===== config.mk =====
export PLATFORM = sky130hd
export DESIGN_NAME = linear_probe_hash_table_top_flat
export DESIGN_NICKNAME = d
export VERILOG_FILES = /design/src/rtl/lpht_pkg.sv /design/src/rtl/lpht_in_if.sv /design/src/rtl/lpht_out_if.sv /design/src/rtl/lpht_mod.sv /design/src/rtl/linear_probe_hash_table_top.sv /design/src/flat_wrapper.sv
export SDC_FILE = /design/constraint.sdc
export NUM_CORES = 2
export LEC_CHECK = 0
export ABC_AREA = 0
export BUFFER_PORTS_ARGS = -buffer_cell sky130_fd_sc_hd__buf_4
export CAP_MARGIN = 0
export CORE_MARGIN = 4
export CORE_UTILIZATION = 40
export DETAILED_ROUTE_END_ITERATION = 10
export GPL_TIMING_DRIVEN = 1
export PLACE_DENSITY_LB_ADDON = 0.2
export SLEW_MARGIN = 40
export SYNTH_ARGS = -nofsm -noshare
export SYNTH_HDL_FRONTEND = slang
export SYNTH_SLANG_ARGS = --single-unit

===== constraint.sdc =====
create_clock -name clk -period 6.1 [get_ports clk]
set_input_delay 0.305 -clock clk [delete_from_list [all_inputs] [get_ports clk]]
set_output_delay 0.305 -clock clk [all_outputs]
set_load 0.03 [all_outputs]

===== src/rtl/lpht_pkg.sv =====
// ----------------------------------------------------------------------------
// lpht_pkg
// Shared widths, codes and defaults for the linear-probing hash table.
// ----------------------------------------------------------------------------
package lpht_pkg;

  localparam int SLOTS_DEF    = 64;
  localparam int FUNC_W       = 2;
  localparam int KEY_W        = 31;
  localparam int VALUE_W      = 32;
  localparam int STATUS_W     = 3;
  localparam int SLOT_OUT_W   = 6;
  localparam int COUNT_OUT_W  = 7;
  localparam int CFG_W        = 7;
  localparam logic [CFG_W-1:0] TABLE_SIZE_RST = 7'd64;

  typedef enum logic [FUNC_W-1:0] {
    FN_INSERT = 2'd0,
    FN_SEARCH = 2'd1,
    FN_REMOVE = 2'd2
  } func_t;

  typedef enum logic [STATUS_W-1:0] {
    RES_INSERTED  = 3'd0,
    RES_UPDATED   = 3'd1,
    RES_FOUND     = 3'd2,
    RES_NOT_FOUND = 3'd3,
    RES_FULL      = 3'd4,
    RES_REMOVED   = 3'd5
  } res_t;

  typedef enum logic [1:0] {
    ST_FREE = 2'd0,
    ST_OCC  = 2'd1,
    ST_DEL  = 2'd2
  } slot_st_t;

endpackage


===== src/rtl/lpht_in_if.sv =====
// ----------------------------------------------------------------------------
// lpht_in_if
// Request channel: operation code, key and value with valid/ready.
// ----------------------------------------------------------------------------
interface lpht_in_if;

  logic                              valid;
  logic                              ready;
  logic [lpht_pkg::FUNC_W-1:0]       func;
  logic [lpht_pkg::KEY_W-1:0]        key;
  logic signed [lpht_pkg::VALUE_W-1:0] value;

  modport source (output valid, output func, output key, output value, input ready);
  modport sink   (input valid, input func, input key, input value, output ready);

endinterface


===== src/rtl/lpht_out_if.sv =====
// ----------------------------------------------------------------------------
// lpht_out_if
// Result channel: status, slot and live-entry count with valid/ready.
// ----------------------------------------------------------------------------
interface lpht_out_if;

  logic                                valid;
  logic                                ready;
  logic [lpht_pkg::STATUS_W-1:0]       status;
  logic [lpht_pkg::SLOT_OUT_W-1:0]     slot;
  logic [lpht_pkg::COUNT_OUT_W-1:0]    live_count;

  modport source (output valid, output status, output slot, output live_count, input ready);
  modport sink   (input valid, input status, input slot, input live_count, output ready);

endinterface


===== src/rtl/lpht_mod.sv =====
// ----------------------------------------------------------------------------
// lpht_mod
// Bit-serial remainder unit: one restoring step per cycle over the key.
// ----------------------------------------------------------------------------
module lpht_mod #(
  parameter int KEY_W = lpht_pkg::KEY_W,
  parameter int DIV_W = 7
) (
  input  logic             clk,
  input  logic             rst_n,
  input  logic             start,
  input  logic [KEY_W-1:0] dividend,
  input  logic [DIV_W-1:0] divisor,
  output logic             done,
  output logic [DIV_W-1:0] rem
);

  localparam int CNT_W = (KEY_W > 1) ? $clog2(KEY_W) : 1;

  logic             busy_r;
  logic             done_r;
  logic [CNT_W-1:0] cnt_r;
  logic [KEY_W-1:0] shf_r;
  logic [DIV_W-1:0] div_r;
  logic [DIV_W-1:0] rem_r;
  logic [DIV_W-1:0] rem_nxt;
  logic [DIV_W:0]   trial;

  // shift in the next key bit, subtract the divisor when it fits
  always_comb begin
    trial = {rem_r, shf_r[KEY_W-1]};
    if (trial >= {1'b0, div_r}) begin
      rem_nxt = DIV_W'(trial - {1'b0, div_r});
    end else begin
      rem_nxt = DIV_W'(trial);
    end
  end

  always_ff @(posedge clk) begin
    if (!rst_n) begin
      busy_r <= 1'b0;
      done_r <= 1'b0;
    end else begin
      done_r <= 1'b0;
      if (start) begin
        busy_r <= 1'b1;
        cnt_r  <= CNT_W'(KEY_W - 1);
        rem_r  <= '0;
        shf_r  <= dividend;
        div_r  <= divisor;
      end else if (busy_r) begin
        rem_r <= rem_nxt;
        shf_r <= shf_r << 1;
        if (cnt_r == '0) begin
          busy_r <= 1'b0;
          done_r <= 1'b1;
        end else begin
          cnt_r <= cnt_r - 1'b1;
        end
      end
    end
  end

  assign done = done_r;
  assign rem  = rem_r;

endmodule


===== src/rtl/linear_probe_hash_table_top.sv =====
// ----------------------------------------------------------------------------
// linear_probe_hash_table_top
// Open-addressing key/value table with linear probing and deletion marks.
// ----------------------------------------------------------------------------
// Each item runs the hash, then probes 1 .. table size slots; an unused
//   operation code skips both and goes straight to the finish step.
// Throughput: one item at a time, no new item until the last has finished;
//   the serial remainder unit (one key bit a cycle) and the probe loop
//   through the registered slot-state/key memory read port set the pace.
// Reset: synchronous, active low. A clearing pass then marks every slot
//   free, with in_ch.ready low; config writes are taken.
// ----------------------------------------------------------------------------
module linear_probe_hash_table_top #(
  parameter int SLOTS = lpht_pkg::SLOTS_DEF
) (
  input  logic                       clk,
  input  logic                       rst_n,
  input  logic                       cfg_we,
  input  logic [lpht_pkg::CFG_W-1:0] cfg_wdata,
  lpht_in_if.sink                    in_ch,
  lpht_out_if.source                 out_ch
);

  localparam int SW = $clog2(SLOTS);       // slot index width
  localparam int CW = $clog2(SLOTS + 1);   // count / size width

  typedef enum logic [2:0] {
    S_CLEAR,
    S_IDLE,
    S_HASH,
    S_READ,
    S_CHECK,
    S_FIN
  } state_t;

  state_t state_r;

  // configuration
  logic [lpht_pkg::CFG_W-1:0] table_size_r;
  logic [CW-1:0]              size_use;

  // per-item context
  logic [SW-1:0]                     clr_addr_r;
  logic [lpht_pkg::FUNC_W-1:0]       func_r;
  logic [lpht_pkg::KEY_W-1:0]        key_r;
  logic [lpht_pkg::VALUE_W-1:0]      value_r;
  logic [CW-1:0]                     size_r;
  logic [SW-1:0]                     home_r;
  logic [SW-1:0]                     h_r;
  logic                              found_r;
  logic                              free_vld_r;
  logic [SW-1:0]                     free_slot_r;
  logic [CW-1:0]                     count_r;

  // result register
  logic                              out_valid_r;
  logic [lpht_pkg::STATUS_W-1:0]     out_status_r;
  logic [lpht_pkg::SLOT_OUT_W-1:0]   out_slot_r;
  logic [lpht_pkg::COUNT_OUT_W-1:0]  out_count_r;

  // memories
  lpht_pkg::slot_st_t                st_mem [SLOTS];
  logic [lpht_pkg::KEY_W-1:0]        key_mem [SLOTS];
  logic [lpht_pkg::VALUE_W-1:0]      data_mem [SLOTS];
  lpht_pkg::slot_st_t                rd_st_r;
  logic [lpht_pkg::KEY_W-1:0]        rd_key_r;

  // remainder unit
  logic          mod_start;
  logic          mod_done;
  logic [CW-1:0] mod_rem;

  // probe and finish decode
  logic               in_xfer;
  logic               fin_go;
  logic [CW-1:0]      h_inc;
  logic [SW-1:0]      h_nxt;
  logic               h_wrap;
  logic               fin_st_we;
  lpht_pkg::slot_st_t fin_st_val;
  logic               fin_key_we;
  logic               fin_data_we;
  logic [SW-1:0]      fin_addr;
  logic [lpht_pkg::STATUS_W-1:0] fin_status;
  logic [SW-1:0]      fin_slot;
  logic [CW-1:0]      count_nxt;
  logic               st_we;
  logic [SW-1:0]      st_waddr;
  lpht_pkg::slot_st_t st_wval;

  // --------------------------------------------------------------------------
  // Configuration: table size, clamped to 1 .. SLOTS when an item starts.
  // --------------------------------------------------------------------------
  always_ff @(posedge clk) begin
    if (!rst_n) begin
      table_size_r <= lpht_pkg::TABLE_SIZE_RST;
    end else if (cfg_we) begin
      table_size_r <= cfg_wdata;
    end
  end

  always_comb begin
    if (table_size_r == '0) begin
      size_use = CW'(1);
    end else if (int'(table_size_r) > SLOTS) begin
      size_use = CW'(SLOTS);
    end else begin
      size_use = CW'(table_size_r);
    end
  end

  // --------------------------------------------------------------------------
  // Home slot: key mod size, one key bit per cycle.
  // --------------------------------------------------------------------------
  assign in_xfer   = in_ch.valid && in_ch.ready;
  assign mod_start = in_xfer;

  lpht_mod #(
    .KEY_W (lpht_pkg::KEY_W),
    .DIV_W (CW)
  ) u_mod (
    .clk      (clk),
    .rst_n    (rst_n),
    .start    (mod_start),
    .dividend (in_ch.key),
    .divisor  (size_use),
    .done     (mod_done),
    .rem      (mod_rem)
  );

  // --------------------------------------------------------------------------
  // Probe step: next slot wraps at the table size; back at home means the
  // whole table has been walked.
  // --------------------------------------------------------------------------
  always_comb begin
    h_inc  = CW'(h_r) + CW'(1);
    h_nxt  = (h_inc == size_r) ? '0 : h_inc[SW-1:0];
    h_wrap = (h_nxt == home_r);
  end

  // --------------------------------------------------------------------------
  // Finish decode. The probe walk both looks for the key and remembers the
  // first slot that is not occupied; a new key goes there, which is the same
  // slot a second walk from home would pick.
  // --------------------------------------------------------------------------
  assign fin_go = (state_r == S_FIN) && (!out_valid_r || out_ch.ready);

  always_comb begin
    fin_st_we   = 1'b0;
    fin_st_val  = lpht_pkg::ST_OCC;
    fin_key_we  = 1'b0;
    fin_data_we = 1'b0;
    fin_addr    = h_r;
    fin_status  = lpht_pkg::RES_NOT_FOUND;
    fin_slot    = '0;
    count_nxt   = count_r;
    case (func_r)
      lpht_pkg::FN_INSERT: begin
        if (found_r) begin
          fin_data_we = 1'b1;
          fin_status  = lpht_pkg::RES_UPDATED;
          fin_slot    = h_r;
        end else if (free_vld_r) begin
          fin_addr    = free_slot_r;
          fin_st_we   = 1'b1;
          fin_st_val  = lpht_pkg::ST_OCC;
          fin_key_we  = 1'b1;
          fin_data_we = 1'b1;
          fin_status  = lpht_pkg::RES_INSERTED;
          fin_slot    = free_slot_r;
          count_nxt   = count_r + 1'b1;
        end else begin
          fin_status  = lpht_pkg::RES_FULL;
        end
      end
      lpht_pkg::FN_SEARCH: begin
        if (found_r) begin
          fin_status = lpht_pkg::RES_FOUND;
          fin_slot   = h_r;
        end
      end
      lpht_pkg::FN_REMOVE: begin
        if (found_r) begin
          fin_st_we  = 1'b1;
          fin_st_val = lpht_pkg::ST_DEL;
          fin_status = lpht_pkg::RES_REMOVED;
          fin_slot   = h_r;
          if (count_r != '0) begin
            count_nxt = count_r - 1'b1;
          end
        end
      end
      default: begin
        fin_status = lpht_pkg::RES_NOT_FOUND;
      end
    endcase
  end

  // state write port: clearing pass after reset, else the finish step
  always_comb begin
    if (state_r == S_CLEAR) begin
      st_we    = 1'b1;
      st_waddr = clr_addr_r;
      st_wval  = lpht_pkg::ST_FREE;
    end else begin
      st_we    = fin_go && fin_st_we;
      st_waddr = fin_addr;
      st_wval  = fin_st_val;
    end
  end

  // --------------------------------------------------------------------------
  // Slot memories: one write and one registered read a cycle. The read
  // address is always the current probe slot.
  // --------------------------------------------------------------------------
  always_ff @(posedge clk) begin
    if (st_we) begin
      st_mem[st_waddr] <= st_wval;
    end
    rd_st_r <= st_mem[h_r];
  end

  always_ff @(posedge clk) begin
    if (fin_go && fin_key_we) begin
      key_mem[fin_addr] <= key_r;
    end
    rd_key_r <= key_mem[h_r];
  end

  // value store; no operation reads a value back
  always_ff @(posedge clk) begin
    if (fin_go && fin_data_we) begin
      data_mem[fin_addr] <= value_r;
    end
  end

  // --------------------------------------------------------------------------
  // Sequencer and result register.
  // --------------------------------------------------------------------------
  always_ff @(posedge clk) begin
    if (!rst_n) begin
      state_r     <= S_CLEAR;
      clr_addr_r  <= '0;
      count_r     <= '0;
      out_valid_r <= 1'b0;
      found_r     <= 1'b0;
      free_vld_r  <= 1'b0;
    end else begin
      // drop the result once the sink takes the transfer, unless a new one
      // is loaded in the same cycle
      if (out_valid_r && out_ch.ready && !fin_go) begin
        out_valid_r <= 1'b0;
      end
      case (state_r)
        S_CLEAR: begin
          if (clr_addr_r == SW'(SLOTS - 1)) begin
            state_r <= S_IDLE;
          end else begin
            clr_addr_r <= clr_addr_r + 1'b1;
          end
        end
        S_IDLE: begin
          if (in_xfer) begin
            func_r     <= in_ch.func;
            key_r      <= in_ch.key;
            value_r    <= in_ch.value;
            size_r     <= size_use;
            found_r    <= 1'b0;
            free_vld_r <= 1'b0;
            if (in_ch.func == lpht_pkg::FN_INSERT || in_ch.func == lpht_pkg::FN_SEARCH ||
                in_ch.func == lpht_pkg::FN_REMOVE) begin
              state_r <= S_HASH;
            end else begin
              state_r <= S_FIN;
            end
          end
        end
        S_HASH: begin
          if (mod_done) begin
            home_r  <= mod_rem[SW-1:0];
            h_r     <= mod_rem[SW-1:0];
            state_r <= S_READ;
          end
        end
        S_READ: begin
          // wait out the registered memory read
          state_r <= S_CHECK;
        end
        S_CHECK: begin
          if (rd_st_r != lpht_pkg::ST_OCC && !free_vld_r) begin
            free_vld_r  <= 1'b1;
            free_slot_r <= h_r;
          end
          if (rd_st_r == lpht_pkg::ST_FREE) begin
            state_r <= S_FIN;
          end else if (rd_st_r == lpht_pkg::ST_OCC && rd_key_r == key_r) begin
            found_r <= 1'b1;
            state_r <= S_FIN;
          end else if (h_wrap) begin
            state_r <= S_FIN;
          end else begin
            h_r     <= h_nxt;
            state_r <= S_READ;
          end
        end
        S_FIN: begin
          if (fin_go) begin
            count_r      <= count_nxt;
            out_valid_r  <= 1'b1;
            out_status_r <= fin_status;
            out_slot_r   <= lpht_pkg::SLOT_OUT_W'(fin_slot);
            out_count_r  <= lpht_pkg::COUNT_OUT_W'(count_nxt);
            state_r      <= S_IDLE;
          end
        end
        default: begin
          state_r <= S_IDLE;
        end
      endcase
    end
  end

  assign in_ch.ready       = (state_r == S_IDLE);
  assign out_ch.valid      = out_valid_r;
  assign out_ch.status     = out_status_r;
  assign out_ch.slot       = out_slot_r;
  assign out_ch.live_count = out_count_r;

endmodule


===== src/flat_wrapper.sv =====
// flat-port wrapper written by rule: the top's interface ports become plain ports
module linear_probe_hash_table_top_flat 
#(
  parameter int SLOTS = lpht_pkg::SLOTS_DEF
)
  (clk, rst_n, cfg_we, cfg_wdata, in_ch_valid, in_ch_func, in_ch_key, in_ch_value, in_ch_ready, out_ch_valid, out_ch_status, out_ch_slot, out_ch_live_count, out_ch_ready);
  lpht_in_if in_ch_i ();
  lpht_out_if out_ch_i ();
  input  logic clk;
  input  logic rst_n;
  input  logic cfg_we;
  input  logic [lpht_pkg::CFG_W-1:0] cfg_wdata;
  input wire logic [$bits(in_ch_i.valid)-1:0] in_ch_valid;
  input wire logic [$bits(in_ch_i.func)-1:0] in_ch_func;
  input wire logic [$bits(in_ch_i.key)-1:0] in_ch_key;
  input wire logic [$bits(in_ch_i.value)-1:0] in_ch_value;
  output wire logic [$bits(in_ch_i.ready)-1:0] in_ch_ready;
  output wire logic [$bits(out_ch_i.valid)-1:0] out_ch_valid;
  output wire logic [$bits(out_ch_i.status)-1:0] out_ch_status;
  output wire logic [$bits(out_ch_i.slot)-1:0] out_ch_slot;
  output wire logic [$bits(out_ch_i.live_count)-1:0] out_ch_live_count;
  input wire logic [$bits(out_ch_i.ready)-1:0] out_ch_ready;
  assign in_ch_i.valid = in_ch_valid;
  assign in_ch_i.func = in_ch_func;
  assign in_ch_i.key = in_ch_key;
  assign in_ch_i.value = in_ch_value;
  assign in_ch_ready = in_ch_i.ready;
  assign out_ch_valid = out_ch_i.valid;
  assign out_ch_status = out_ch_i.status;
  assign out_ch_slot = out_ch_i.slot;
  assign out_ch_live_count = out_ch_i.live_count;
  assign out_ch_i.ready = out_ch_ready;
  linear_probe_hash_table_top #(.SLOTS(SLOTS)) u_core (.clk(clk), .rst_n(rst_n), .cfg_we(cfg_we), .cfg_wdata(cfg_wdata), .in_ch(in_ch_i), .out_ch(out_ch_i));
endmodule

==> results.ini <==
[routing]
routed_wl_um = 224800
vias = 41340
wl_per_cell_um = 30.39
dr.pass1.iters = 7
drc = 0
ant_nets = 0
drt_iter0_drc = 4222
viasPerCell = 5.587

[floorplan]
rows = 172
start_util = 0.4032
ios = 95
die_h_um = 479.1
core_area_mm2 = 0.2202
die-area_mm2 = 0.2295
die-width_um = 479.1

[synthesis]
async_flop_share = 0
ys.flop_type = edfxtp_1
netlist_instances = 3907
netlist_area_mm2 = 0.08877
yosys_warnings = 0
synth_edf_count = 2236
seq_area_frac_synth = 0.7701
synth_seq_cells = 2297
synth.area.top_cells = edfxtp_1, mux4_2, dfxtp_1, nand2_1, nor2_1
synth_cell_types = 63
synth_nets = 4002
syn_area_per_cell_um2 = 22.72
yosys.area.top_type = edfxtp_1
synth_top_area_frac = 0.7564

[sta]
hold_slack_ns = 0.1875
period_minus_slack_ns = 4.535
fin_ws_ns = 1.565
fin_crit_sh = 0.7435
fin_skew_ns = 0.02673
finalSetupTns_ns = 0
setup_viol = 0
maxSlewViolCount = 0
worst_pin_slew_ns = 0.9132
relSlewSlack = 0.3897
final-hold-violation-count = 0
max_freq_mhz = 220.5
rsz0062_at_grt = false

[clocking]
cts-buffers-inserted = 230
clock_sinks = 2297
clk_pin_slew_worst_paths_ns = 0.06
clk_latency_ns = 0.86
root_buffer = clkbuf_16
cts_tree = yes
h-tree-depth = 4
clockBufferDepth = 3
cts.repair.resized = 0

[finish]
num-fill-cells = 18140
design_area_mm2 = 0.1022
final_common_cell = edfxtp_1
drive_gt1_frac = 0.2979
finish.net_count = 4342
syn_to_final_growth_pct = 15.15
final_cell_mix = edfxtp_1, mux4_2, clkbuf_16, buf_4, nand2_1

[power_and_ir_drop]
p_sw_mw = 5.980
swShare = 0.1948
power_density_mw_per_mm2 = 300.3
pwr-share-clk = 0.441
combPwrFrac = 0.004
power_mw = 30.69
cellLeakagePower_nw = 31.64
ir_drop_mv = 0.2721
p_int_mw = 24.71
seqPwrFrac = 0.556

[critical_path]
cp_max_fo = 17
arrival_ns = 5.04
cpMostUsedCell = nand2_1
crit_chain = inv_1 > ha_1 > and3b_1 > nand2_1 > nor2_1 > nand2_1 > nor2_4 > buf_4
ff2ff_setup_slack_ns = 1.56
crit_slowest_cell = nor2_4
end_kind = flip-flop
worst_path_largest_cell_delay_ns = 0.80
start_kind = flip-flop
crit_type = flip-flop to flip-flop
worstPathRequired_ns = 6.60

[grt]
grt_pass1_vias = 42710
overflow = 0
grt_max_degree = 105
grt_usage = 0.1959
grt_pass1_wl_um = 319400
antenna_found_initial = 24

[placed_design]
place_area_mm2 = 0.09442
port_buffers = 62
dp_slack_ns = 1.641
gp_congestion = 0.7939
dp.final_hpwl_um = 133400

[status]
status = complete, no violations

[worst_hold_path]
hold_path_class = primary input to flip-flop

[flow_run]
cap_violations = 0

==> worst max-delay path: cells and delay by family, from the launching register on <==
kind,cells,cell delay [ns]
adder cells (fa/ha/maj),1,0.30
buffers and inverters,2,0.59
flip-flops,1,0.42
AND/OR/NAND/NOR,5,2.84
==> sequential cells by signal, summed over array words and instances, names as in the netlist, 5 cells and up <==
name                      cells
u_core.key_mem             1984
u_core.st_mem               128
u_core.key_r                 31
u_core.rd_key_r              31
u_core.u_mod.shf_r           31
u_core.count_r                7
u_core.out_ch.live_count      7
u_core.size_r                 7
u_core.table_size_r           7
u_core.u_mod.div_r            7
u_core.u_mod.rem              7
u_core.clr_addr_r             6
u_core.free_slot_r            6
u_core.h_r                    6
u_core.home_r                 6
u_core.out_ch.slot            6
u_core.u_mod.cnt_r            5
==> metal layers <==
layer  wire [um]  GRT usage  vias up
met3       20110    0.05994      356
met4        8482    0.06747        4
met2      104700     0.3036     1384
li1            -          -    17190
met5          21          0        -
met1       91460     0.2649    22410
==> power groups by stage <==
stage,registers (mW),clock network (mW),logic (mW)
after floorplan,17.4,0,0.0331
after global placement,17.4,0,0.0791
after detailed placement,17.4,0,0.0802
after CTS,17.1,13.8,0.111
after global routing,17.0,14.5,0.121
final,17.1,13.5,0.111
==> layout make-up <==
class                           count  area [um^2]  area share
Sequential cell                  2297        68370      0.6688
Multi-Input combinational cell   1384        19930      0.1950
Clock buffer                      291         6027     0.05896
Tap cell                         2958         3701     0.03621
Timing Repair Buffer              300         2944     0.02880
Clock inverter                    129         1110     0.01086
Inverter                           34        127.6    0.001248
Antenna cell                        6        15.01   0.0001469
==> cells in the mapped netlist, drive strengths merged (18+ instances only) <==
| master | number |
|---|---|
| a21oi | 31 |
| dfxtp | 61 |
| nor2b | 21 |
| nand2 | 181 |
| xor2 | 29 |
| mux4 | 693 |
| clkbuf | 95 |
| buf | 97 |
| o21ai | 24 |
| nand3 | 18 |
| inv | 34 |
| edfxtp | 2236 |
| nor2 | 172 |
| xnor2 | 22 |
==> metrics by stage <==
step | instances | util
finish | 7399 | 0.4643
global route | 7394 | 0.4643
CTS | 7389 | 0.4639
detailed placement | 6912 | 0.4289
global placement | 6889 | 0.4267
floorplan | 3907 | -
==> timing repair <==
item	CTS	global route
endpoints found under the hold margin	95	0
setup buffers	0	0
hold buffers	57	0
==> cell families after synthesis <==
kind of cell    share of synthesized area
buf+inv                           0.01147
flops                              0.7701
fa+ha+maj                        0.002621
xor+xnor                         0.005032
compound gates                   0.008654
mux                                0.1778
simple gates                      0.02434
==> path summary, 6_finish.rpt <==
| path | cells after the start | startpoint | endpoint |
|---|---|---|---|
| worst max-delay path | 8 | u_core.func_r[0] | u_core.key_mem[19][6] |
| worst min-delay path | 2 | in_ch_key[7] | u_core.key_r[7] |
| worst max register to register | 8 | u_core.func_r[0] | u_core.key_mem[19][6] |
| worst min register to register | 0 | u_core.u_mod.rem[4] | u_core.home_r[4] |
(Power assumes the default switching activity.)
